`config.mk`:
```
export PLATFORM = sky130hd
export DESIGN_NAME = joystick_gesture_lamp_control_core
export DESIGN_NICKNAME = d
export VERILOG_FILES = /design/src/rtl/jglc_pkg.sv /design/src/rtl/jglc_front.sv /design/src/rtl/jglc_fifo.sv /design/src/rtl/jglc_lamp.sv /design/src/rtl/joystick_gesture_lamp_control_core.sv
export SDC_FILE = /design/constraint.sdc
export NUM_CORES = 2
export LEC_CHECK = 0
export BUFFER_PORTS_ARGS = -buffer_cell sky130_fd_sc_hd__clkbuf_2
export CAP_MARGIN = 20
export CORE_ASPECT_RATIO = 1.5
export CORE_UTILIZATION = 35
export DETAILED_ROUTE_END_ITERATION = 8
export PLACE_DENSITY = 0.54
export SKIP_CTS_REPAIR_TIMING = 1
export SLEW_MARGIN = 10
export SYNTH_ARGS = -nofsm -noshare
export SYNTH_HDL_FRONTEND = slang
export SYNTH_HIERARCHICAL = 1
export SYNTH_SLANG_ARGS = --single-unit
```
`constraint.sdc`:
```
create_clock -name clk_i -period 22 [get_ports clk_i]
set_input_delay 1.1 -clock clk_i [delete_from_list [all_inputs] [get_ports clk_i]]
set_output_delay 1.1 -clock clk_i [all_outputs]
set_load 0.03 [all_outputs]
```
`src/rtl/jglc_pkg.sv`:
```
// shared types, constants and register codes for the joystick gesture lamp control
package jglc_pkg;

  // animation table size and derived widths
  localparam int unsigned MaxAnims = 8;
  localparam int unsigned AnimW    = $clog2(MaxAnims);
  localparam int unsigned AnimCntW = 4;

  // configuration port
  localparam int unsigned CfgIdxW  = 3;
  localparam int unsigned CfgDataW = 16;

  typedef enum logic [CfgIdxW-1:0] {
    CfgEngage     = 3'd0,
    CfgRelease    = 3'd1,
    CfgLongPress  = 3'd2,
    CfgAnimCount  = 3'd3,
    CfgIntStep    = 3'd4,
    CfgHueStep    = 3'd5
  } cfg_idx_e;

  // reset values of the configuration registers
  localparam logic [11:0]         EngageRst    = 12'd1434;
  localparam logic [11:0]         ReleaseRst   = 12'd614;
  localparam logic [15:0]         LongPressRst = 16'd500;
  localparam logic [AnimCntW-1:0] AnimCountRst = 4'd4;
  localparam logic [15:0]         IntStepRst   = 16'd66;
  localparam logic [15:0]         HueStepRst   = 16'd18;

  // lamp state reset
  localparam logic [15:0] LevelRst = 16'd32768;

  // queue between classifier and lamp engine
  localparam int unsigned QDepth = 2;
  localparam int unsigned QPtrW  = $clog2(QDepth);
  localparam int unsigned QCntW  = $clog2(QDepth + 1);

  typedef struct packed {
    logic signed [11:0] stick_x;
    logic signed [11:0] stick_y;
    logic        [31:0] time_ms;
  } in_item_t;

  typedef struct packed {
    logic        quick_press;
    logic        hold_event;
    logic        gesture_axis;
    logic        direction;
    logic [31:0] hold_delta_ms;
    logic        lamp_on;
    logic [2:0]  anim_index;
    logic [15:0] intensity;
    logic [15:0] hue;
  } out_item_t;

  typedef struct packed {
    logic [11:0]         engage_level;
    logic [11:0]         release_level;
    logic [15:0]         long_press_ms;
    logic [AnimCntW-1:0] anim_count;
    logic [15:0]         intensity_step;
    logic [15:0]         hue_step;
  } cfg_t;

  // classified gesture of one sample
  typedef struct packed {
    logic        quick_press;
    logic        hold_event;
    logic        axis;
    logic        dir;
    logic [31:0] delta_ms;
  } gesture_t;

endpackage

```
`src/rtl/jglc_front.sv`:
```
// gesture classifier: engage, release, short press and hold detection per sample
module jglc_front (
  input  logic                  clk_i,
  input  logic                  rst_ni,
  input  logic                  in_valid_i,
  input  jglc_pkg::in_item_t    in_data_i,
  output logic                  in_ready_o,
  input  jglc_pkg::cfg_t        cfg_i,
  output logic                  gest_valid_o,
  output jglc_pkg::gesture_t    gest_o,
  input  logic                  gest_ready_i
);

  logic        engaged_q, engaged_d;
  logic        long_q, long_d;
  logic        axis_q, axis_d;
  logic        dir_q, dir_d;
  logic [31:0] start_q, start_d;
  logic [31:0] last_q, last_d;

  logic        accept;
  logic [11:0] mag_x, mag_y, mag_v;
  logic        out_x, out_y;
  logic signed [11:0] eng_v;
  logic [31:0] now, elapsed, past_thr;
  logic        is_long;
  jglc_pkg::gesture_t gest;

  assign accept       = in_valid_i && gest_ready_i;
  assign in_ready_o   = gest_ready_i;
  assign gest_valid_o = in_valid_i;
  assign gest_o       = gest;

  assign now   = in_data_i.time_ms;
  assign mag_x = in_data_i.stick_x[11] ? 12'(-in_data_i.stick_x) : 12'(in_data_i.stick_x);
  assign mag_y = in_data_i.stick_y[11] ? 12'(-in_data_i.stick_y) : 12'(in_data_i.stick_y);
  assign out_x = mag_x >= cfg_i.engage_level;
  assign out_y = mag_y >= cfg_i.engage_level;
  assign eng_v = out_x ? in_data_i.stick_x : in_data_i.stick_y;

  assign mag_v    = axis_q ? mag_y : mag_x;
  assign elapsed  = now - start_q;
  assign is_long  = elapsed >= {16'd0, cfg_i.long_press_ms};
  // first hold step is measured from the threshold moment
  assign past_thr = elapsed - {16'd0, cfg_i.long_press_ms};

  always_comb begin
    engaged_d = engaged_q;
    long_d    = long_q;
    axis_d    = axis_q;
    dir_d     = dir_q;
    start_d   = start_q;
    last_d    = last_q;
    gest      = '0;
    if (!engaged_q) begin
      if (out_x != out_y) begin
        engaged_d = 1'b1;
        long_d    = 1'b0;
        axis_d    = !out_x;
        dir_d     = !eng_v[11] && (eng_v != 12'sd0);
        start_d   = now;
      end
    end else if (mag_v < cfg_i.release_level) begin
      engaged_d = 1'b0;
      if (!is_long) begin
        gest.quick_press = 1'b1;
        gest.axis        = axis_q;
        gest.dir         = dir_q;
      end
    end else if (is_long) begin
      long_d          = 1'b1;
      gest.hold_event = 1'b1;
      gest.axis       = axis_q;
      gest.dir        = dir_q;
      gest.delta_ms   = long_q ? (now - last_q) : past_thr;
      last_d          = now;
    end
  end

  always_ff @(posedge clk_i or negedge rst_ni) begin
    if (!rst_ni) begin
      engaged_q <= 1'b0;
      long_q    <= 1'b0;
      axis_q    <= 1'b0;
      dir_q     <= 1'b0;
      start_q   <= '0;
      last_q    <= '0;
    end else if (accept) begin
      engaged_q <= engaged_d;
      long_q    <= long_d;
      axis_q    <= axis_d;
      dir_q     <= dir_d;
      start_q   <= start_d;
      last_q    <= last_d;
    end
  end

  property p_hold_needs_engaged;
    @(posedge clk_i) disable iff (!rst_ni)
      (accept && gest.hold_event) |-> engaged_q;
  endproperty
  a_hold_needs_engaged: assert property (p_hold_needs_engaged)
    else $error("hold step without engagement");

  property p_release_clears;
    @(posedge clk_i) disable iff (!rst_ni)
      (accept && gest.quick_press) |=> !engaged_q;
  endproperty
  a_release_clears: assert property (p_release_clears)
    else $error("short press left gesture engaged");

  property p_hold_sets_long;
    @(posedge clk_i) disable iff (!rst_ni)
      (accept && gest.hold_event) |=> (long_q && last_q == $past(now));
  endproperty
  a_hold_sets_long: assert property (p_hold_sets_long)
    else $error("hold step did not update hold timing");

endmodule

```
`src/rtl/jglc_fifo.sv`:
```
// short gesture queue between classifier and lamp engine
module jglc_fifo (
  input  logic               clk_i,
  input  logic               rst_ni,
  input  logic               push_i,
  input  jglc_pkg::gesture_t data_i,
  output logic               full_o,
  input  logic               pop_i,
  output logic               valid_o,
  output jglc_pkg::gesture_t data_o
);

  jglc_pkg::gesture_t          mem_q [jglc_pkg::QDepth];
  logic [jglc_pkg::QPtrW-1:0]  wr_q, rd_q;
  logic [jglc_pkg::QCntW-1:0]  cnt_q, cnt_d;
  logic                        do_push, do_pop;

  assign full_o  = cnt_q == jglc_pkg::QCntW'(jglc_pkg::QDepth);
  assign valid_o = cnt_q != '0;
  assign data_o  = mem_q[rd_q];
  assign do_push = push_i && !full_o;
  assign do_pop  = pop_i && valid_o;

  always_comb begin
    cnt_d = cnt_q;
    if (do_push && !do_pop) begin
      cnt_d = cnt_q + 1'b1;
    end else if (do_pop && !do_push) begin
      cnt_d = cnt_q - 1'b1;
    end
  end

  always_ff @(posedge clk_i or negedge rst_ni) begin
    if (!rst_ni) begin
      wr_q  <= '0;
      rd_q  <= '0;
      cnt_q <= '0;
    end else begin
      cnt_q <= cnt_d;
      if (do_push) begin
        wr_q <= (wr_q == jglc_pkg::QPtrW'(jglc_pkg::QDepth - 1)) ? '0 : wr_q + 1'b1;
      end
      if (do_pop) begin
        rd_q <= (rd_q == jglc_pkg::QPtrW'(jglc_pkg::QDepth - 1)) ? '0 : rd_q + 1'b1;
      end
    end
  end

  always_ff @(posedge clk_i) begin
    if (do_push) begin
      mem_q[wr_q] <= data_i;
    end
  end

endmodule

```
`src/rtl/jglc_lamp.sv`:
```
// lamp engine: product stage, then power, animation, intensity and hue update
module jglc_lamp (
  input  logic                clk_i,
  input  logic                rst_ni,
  input  logic                gest_valid_i,
  input  jglc_pkg::gesture_t  gest_i,
  output logic                gest_pop_o,
  input  jglc_pkg::cfg_t      cfg_i,
  output logic                out_valid_o,
  output jglc_pkg::out_item_t out_data_o,
  input  logic                out_ready_i
);

  localparam int unsigned AW = jglc_pkg::AnimW;

  // remainder of a small value by the animation count, restoring steps
  function automatic logic [AW-1:0] mod_cnt(input logic [AW:0] v, input logic [AW:0] c);
    logic [AW:0] r;
    r = '0;
    for (int i = AW; i >= 0; i--) begin
      r = {r[AW-1:0], v[i]};
      if (r >= c) begin
        r = r - c;
      end
    end
    return r[AW-1:0];
  endfunction

  typedef struct packed {
    jglc_pkg::gesture_t g;
    logic [47:0]        int_prod;
    logic [15:0]        hue_prod;
  } stage_t;

  logic   adv;
  logic   s1_valid_q;
  stage_t s1_q;
  logic   out_valid_q;
  jglc_pkg::out_item_t out_q;

  logic          power_q, power_d;
  logic [AW-1:0] sel_q, sel_d, sel_new;
  logic [15:0]   level_q, level_d;
  logic [15:0]   hue_cur_q, hue_cur_d;
  logic [15:0]   hue_tab_q [jglc_pkg::MaxAnims];
  logic          tab_we;
  logic [AW:0]   cnt_eff, step, sum;
  logic [16:0]   inc_sum;

  assign adv         = !out_valid_q || out_ready_i;
  assign gest_pop_o  = adv;
  assign out_valid_o = out_valid_q;
  assign out_data_o  = out_q;

  always_comb begin
    if (cfg_i.anim_count == '0) begin
      cnt_eff = (AW+1)'(1);
    end else if (32'(cfg_i.anim_count) > jglc_pkg::MaxAnims) begin
      cnt_eff = (AW+1)'(jglc_pkg::MaxAnims);
    end else begin
      cnt_eff = (AW+1)'(cfg_i.anim_count);
    end
  end

  assign step    = s1_q.g.dir ? (AW+1)'(1) : cnt_eff - 1'b1;
  assign sum     = {1'b0, sel_q} + step;
  assign sel_new = mod_cnt(sum, cnt_eff);
  assign inc_sum = {1'b0, level_q} + {1'b0, s1_q.int_prod[15:0]};

  always_comb begin
    power_d   = power_q;
    sel_d     = sel_q;
    level_d   = level_q;
    hue_cur_d = hue_cur_q;
    tab_we    = 1'b0;
    if (s1_q.g.quick_press && s1_q.g.axis) begin
      power_d = !power_q;
    end else if (power_q) begin
      if (s1_q.g.quick_press) begin
        sel_d     = sel_new;
        hue_cur_d = hue_tab_q[sel_new];
      end else if (s1_q.g.hold_event && s1_q.g.axis) begin
        if (s1_q.g.dir) begin
          if (s1_q.int_prod[47:16] != '0 || inc_sum[16]) begin
            level_d = 16'hFFFF;
          end else begin
            level_d = inc_sum[15:0];
          end
        end else if (s1_q.int_prod[47:16] != '0 || s1_q.int_prod[15:0] >= level_q) begin
          level_d = '0;
        end else begin
          level_d = level_q - s1_q.int_prod[15:0];
        end
      end else if (s1_q.g.hold_event) begin
        tab_we    = 1'b1;
        hue_cur_d = s1_q.g.dir ? hue_cur_q + s1_q.hue_prod : hue_cur_q - s1_q.hue_prod;
      end
    end
  end

  always_ff @(posedge clk_i or negedge rst_ni) begin
    if (!rst_ni) begin
      s1_valid_q  <= 1'b0;
      out_valid_q <= 1'b0;
      power_q     <= 1'b0;
      sel_q       <= '0;
      level_q     <= jglc_pkg::LevelRst;
      hue_cur_q   <= '0;
      for (int i = 0; i < jglc_pkg::MaxAnims; i++) begin
        hue_tab_q[i] <= '0;
      end
    end else if (adv) begin
      s1_valid_q  <= gest_valid_i;
      out_valid_q <= s1_valid_q;
      if (s1_valid_q) begin
        power_q   <= power_d;
        sel_q     <= sel_d;
        level_q   <= level_d;
        hue_cur_q <= hue_cur_d;
        if (tab_we) begin
          hue_tab_q[sel_q] <= hue_cur_d;
        end
      end
    end
  end

  always_ff @(posedge clk_i) begin
    if (adv) begin
      s1_q.g        <= gest_i;
      s1_q.int_prod <= {16'd0, gest_i.delta_ms} * {32'd0, cfg_i.intensity_step};
      s1_q.hue_prod <= gest_i.delta_ms[15:0] * cfg_i.hue_step;
      out_q.quick_press   <= s1_q.g.quick_press;
      out_q.hold_event    <= s1_q.g.hold_event;
      out_q.gesture_axis  <= s1_q.g.axis;
      out_q.direction     <= s1_q.g.dir;
      out_q.hold_delta_ms <= s1_q.g.delta_ms;
      out_q.lamp_on       <= power_d;
      out_q.anim_index    <= 3'(sel_d);
      out_q.intensity     <= level_d;
      out_q.hue           <= hue_cur_d;
    end
  end

  property p_hue_mirror;
    @(posedge clk_i) disable iff (!rst_ni)
      hue_cur_q == hue_tab_q[sel_q];
  endproperty
  a_hue_mirror: assert property (p_hue_mirror)
    else $error("current hue out of step with hue table");

  property p_off_level_kept;
    @(posedge clk_i) disable iff (!rst_ni)
      (adv && s1_valid_q && !power_q) |=> $stable(level_q);
  endproperty
  a_off_level_kept: assert property (p_off_level_kept)
    else $error("intensity changed while lamp off");

  property p_one_gesture;
    @(posedge clk_i) disable iff (!rst_ni)
      out_valid_q |-> !(out_q.quick_press && out_q.hold_event);
  endproperty
  a_one_gesture: assert property (p_one_gesture)
    else $error("short press and hold step in one item");

  property p_delta_only_on_hold;
    @(posedge clk_i) disable iff (!rst_ni)
      (out_valid_q && !out_q.hold_event) |-> (out_q.hold_delta_ms == '0);
  endproperty
  a_delta_only_on_hold: assert property (p_delta_only_on_hold)
    else $error("hold delta reported without hold step");

endmodule

```
`src/rtl/joystick_gesture_lamp_control_core.sv`:
```
// top level of the joystick gesture lamp control: config registers and the two halves
// One joystick sample per item goes in and exactly one lamp status item comes out, in
// order. Items are taken at one per clock while the queue has room: the classifier on
// the input side decides engage, release, short press and hold in the accepting cycle
// and drops a gesture into a two-entry queue; the lamp engine behind it forms the
// intensity and hue products in one stage and updates power, animation, intensity and
// hue in the next, whose result sits in the output register. A stall on the output side
// fills the queue and then drops in_ready_o; the configuration port is always ready and
// must be written by the user only while the block is idle; the block does not enforce
// this. No clearing pass follows reset.
module joystick_gesture_lamp_control_core (
  input  logic                                clk_i,
  input  logic                                rst_ni,
  // sample items
  input  logic                                in_valid_i,
  output logic                                in_ready_o,
  input  jglc_pkg::in_item_t                  in_data_i,
  // status items
  output logic                                out_valid_o,
  input  logic                                out_ready_i,
  output jglc_pkg::out_item_t                 out_data_o,
  // register writes
  input  logic                                cfg_valid_i,
  output logic                                cfg_ready_o,
  input  logic [jglc_pkg::CfgIdxW-1:0]        cfg_idx_i,
  input  logic [jglc_pkg::CfgDataW-1:0]       cfg_data_i
);

  jglc_pkg::cfg_t     cfg_q;
  jglc_pkg::gesture_t front_gest, q_gest;
  logic               front_valid, q_full, q_valid, q_pop;

  // registers are always writable
  assign cfg_ready_o = 1'b1;

  always_ff @(posedge clk_i or negedge rst_ni) begin
    if (!rst_ni) begin
      cfg_q.engage_level   <= jglc_pkg::EngageRst;
      cfg_q.release_level  <= jglc_pkg::ReleaseRst;
      cfg_q.long_press_ms  <= jglc_pkg::LongPressRst;
      cfg_q.anim_count     <= jglc_pkg::AnimCountRst;
      cfg_q.intensity_step <= jglc_pkg::IntStepRst;
      cfg_q.hue_step       <= jglc_pkg::HueStepRst;
    end else if (cfg_valid_i) begin
      case (jglc_pkg::cfg_idx_e'(cfg_idx_i))
        jglc_pkg::CfgEngage:    cfg_q.engage_level   <= cfg_data_i[11:0];
        jglc_pkg::CfgRelease:   cfg_q.release_level  <= cfg_data_i[11:0];
        jglc_pkg::CfgLongPress: cfg_q.long_press_ms  <= cfg_data_i;
        jglc_pkg::CfgAnimCount: cfg_q.anim_count     <= cfg_data_i[jglc_pkg::AnimCntW-1:0];
        jglc_pkg::CfgIntStep:   cfg_q.intensity_step <= cfg_data_i;
        jglc_pkg::CfgHueStep:   cfg_q.hue_step       <= cfg_data_i;
        default: begin
          // unmapped index, write dropped
        end
      endcase
    end
  end

  // classifier: one sample per cycle while the queue has room
  jglc_front u_front (
    .clk_i        (clk_i),
    .rst_ni       (rst_ni),
    .in_valid_i   (in_valid_i),
    .in_data_i    (in_data_i),
    .in_ready_o   (in_ready_o),
    .cfg_i        (cfg_q),
    .gest_valid_o (front_valid),
    .gest_o       (front_gest),
    .gest_ready_i (!q_full)
  );

  // gesture queue decouples the two halves
  jglc_fifo u_fifo (
    .clk_i   (clk_i),
    .rst_ni  (rst_ni),
    .push_i  (front_valid),
    .data_i  (front_gest),
    .full_o  (q_full),
    .pop_i   (q_pop),
    .valid_o (q_valid),
    .data_o  (q_gest)
  );

  // lamp engine with output register
  jglc_lamp u_lamp (
    .clk_i        (clk_i),
    .rst_ni       (rst_ni),
    .gest_valid_i (q_valid),
    .gest_i       (q_gest),
    .gest_pop_o   (q_pop),
    .cfg_i        (cfg_q),
    .out_valid_o  (out_valid_o),
    .out_data_o   (out_data_o),
    .out_ready_i  (out_ready_i)
  );

endmodule
```
==> metrics.md <==
| Metric | Value |
|---|---|
| Transition time of the tightest slew-check pin | 1.111 ns |
| Synth Area in Compound Gates | 0.1074 |
| Area share of fa/ha/maj cells after synthesis | 0.2849 |
| CP max-delay cell | mux4_1 |
| Initial antenna violation count | 7 |
| Clock Latency Late Sink | 0.67 ns |
| Worst Path Arrival | 9.06 ns |
| Placer Congestion | 0.8517 |
| Simple-gate share of the synthesized area | 0.1345 |
| Commonest non-fill, non-tap cells in the layout | nand2_1, inv_1, fa_1, ha_1, dfrtp_1 |
| Total track usage | 0.1910 |
| Multi-input gate area | 0.03233 mm2 |
| Row count | 171 |
| First-pass GRT wire length | 220.6 mm |
| Number of global-route vias before repair | 39610 |
| FMAX | 0.1155 GHz |
| Final wirelength | 137.6 mm |
| CP Launch Type | register |
| DR vias/cell | 5.127 |
| Status | complete, no violations |
| Die width | 313.9 um |
| Synthesized area per cell | 9.981 um2 |
| Iteration-0 DRC Markers | 1979 |
| CTS H-tree depth | 3 |
| Relative slew margins | 0.2593 |
| Total gr overflow | 0 |
| Antenna Violating Nets Remaining | 0 |
| CP required | 22.40 ns |
| Syn nets | 6055 |
| Critical path class | register to register |
| Crit path capture type | register |
| Ratio of final minimum period to clock period | 0.3935 |
| Slew Limit Fails | 0 |
| Final net count | 6099 |
| Core Region | 0.1448 mm2 |
| Ys flop type | dfrtp_1 |
| Skew final | 0.02656 ns |
| CTS Buf Count | 68 |
| Unrepaired setup endpoints after global routing | false |
| Final hold vios | 0 |
| # setup viols final | 0 |
| Crit Path Max Fanout | 25 |
| Die area | 0.1475 mm2 |
| Residual DRC count | 0 |
| Register area | 0.01522 mm2 |
| Minimum clock period | 8.657 ns |
| Area grow syn2layout | 9.537% |
| Routed vias | 36510 |
| HP Class | register to register |
| I/O Buffers | 153 |
| CP max stage delay | 0.65 ns |
| Clk sinks | 558 |
| CTS max path bufs | 3 |
| Die height | 469.9 um |
| WL/cell | 19.32 um |
| Setup TNS | 0 ns |
| Post-synthesis mux area share | 0.06906 |
| Cells after DPL | 6990 |
| Initial DRT Pass Iterations | 5 |
| Synth warn | 6 |
| Max-Cap Viols | 0 |
| HPWL Detailed | 102.9 mm |
| Clk pin slew, worst setup/hold paths | 0.06 ns |
| Register area share after synthesis | 0.2979 |
| Library cells used by synthesis | 103 |
| Pin count of the biggest net entering global routing | 142 |
| Non-filler cells, final | 7120 |
| Main combinational cell family by area after synthesis | adder cells |
| Initial Utilization | 0.3526 |
| Root buf cell | clkbuf_16 |
| I/O pin count | 155 |
| Netlist Area Pre-Place | 0.05108 mm2 |
| Most common cell after layout, fill and taps aside | nand2_1 |
| Post-synth EDFFs | 244 |
| Layout cells sized above 1 | 0.1177 |
| FF+latch count, synth | 558 |
| Post-Synth XOR/XNOR Area | 0.03618 |
| CTS tree | done |
| Fillers | 14390 |
| Synthesized netlist cell count | 5117 |
| Asr flop ratio synth | 0.5627 |
## cell families after synthesis
kind of cell	Yosys count
adder cells (fa/ha/maj)	858
AO/OA/AOI/OAI	844
buffers and inverters	917
AND/OR/NAND/NOR	1473
multiplexers	255
XOR/XNOR	211
flip-flops	558
other	1
## sequential cells by signal, indices dropped and copies added (netlist names), 2 cells and up
signal and flops:
cfg_q 76, u_fifo/cnt_q 2, u_fifo/mem_q 72, u_front/last_q 32
u_front/start_q 32, u_lamp/hue_cur_q 16, u_lamp/hue_tab_q 128, u_lamp/level_q 16
u_lamp/out_data_o 72, u_lamp/s1_q 100, u_lamp/sel_q 3
## layer usage
metal,global-route usage,wire [um]
met1,0.2176,54640
met2,0.3592,73710
met5,0,49
met3,0.02134,4476
met4,0.07346,4714
## worst max-delay path, delay by kind of cell (launching register included)
family,cells,cell delay [ns]
adder cells (fa/ha/maj),6,1.80
AND/OR/NAND/NOR,3,0.62
AO/OA/AOI/OAI,16,3.70
flip-flops,1,0.45
buffers and inverters,4,0.75
multiplexers,2,1.06
## cells in the mapped netlist (all sizes together), types with 30 or more instances
cell type / n / area (um2)
a211oi: 54 / 437.9
a21o: 86 / 645.6
a21oi: 207 / 1040
and2: 222 / 1389
buf: 31 / 252.8
clkbuf: 197 / 739.5
dfrtp: 291 / 7282
edfxtp: 244 / 7327
fa: 508 / 10170
ha: 350 / 4379
inv: 689 / 2586
mux2: 210 / 2658
mux4: 32 / 739.5
nand2: 731 / 2746
nand2b: 39 / 244.0
nand3: 40 / 200.2
nor2: 212 / 805.8
nor3: 60 / 300.3
o21a: 30 / 225.2
o21ai: 229 / 1154
o21bai: 32 / 240.2
xnor2: 148 / 1296
xor2: 63 / 551.8
## area by class of cell
| type | instances | area share |
|---|---|---|
| diodes | 2 | 0.00008946 |
| clock buffers | 87 | 0.03314 |
| clock inverters | 37 | 0.007246 |
| inverters | 689 | 0.04623 |
| multi-input cells | 3642 | 0.5778 |
| flip-flops and latches | 558 | 0.2720 |
| well taps | 1903 | 0.04256 |
| repair buffers | 202 | 0.02093 |
## worst paths after layout
path                                       from                    end  slack, ns  cells past startpoint
worst max-delay path                  cfg_q[35]   u_lamp/out_data_o[5]      13.34                     31
worst min-delay path            u_lamp/s1_q[64]  u_lamp/out_data_o[36]       0.42                      0
worst max register to register        cfg_q[35]   u_lamp/out_data_o[5]      13.34                     31
worst min register to register  u_lamp/s1_q[64]  u_lamp/out_data_o[36]       0.42                      0
max in group asynchronous                rst_ni     u_lamp/level_q[14]      19.92                      2
min in group asynchronous                rst_ni   u_lamp/hue_tab_q[74]       0.48                      1
## per-stage QoR
| step | instance area, um2 | util | worst slack (ns) | hold slack [ns] |
|---|---|---|---|---|
| 2_1_floorplan | 51080 | - | 13.13 | 0.4003 |
| 3_3_place_gp | 53640 | 0.3703 | 13.40 | 0.4023 |
| 3_5_place_dp | 53640 | 0.3703 | 13.30 | 0.4045 |
| 4_1_cts | 55900 | 0.3859 | 13.28 | 0.4178 |
| 5_1_grt | 55940 | 0.3862 | 12.59 | 0.4239 |
| 6_report | 55950 | 0.3862 | 13.34 | 0.4178 |
Power is left out: the tool's default activity adds up to more than one toggle a clock period on the data nets, which glitch-free logic cannot reach.
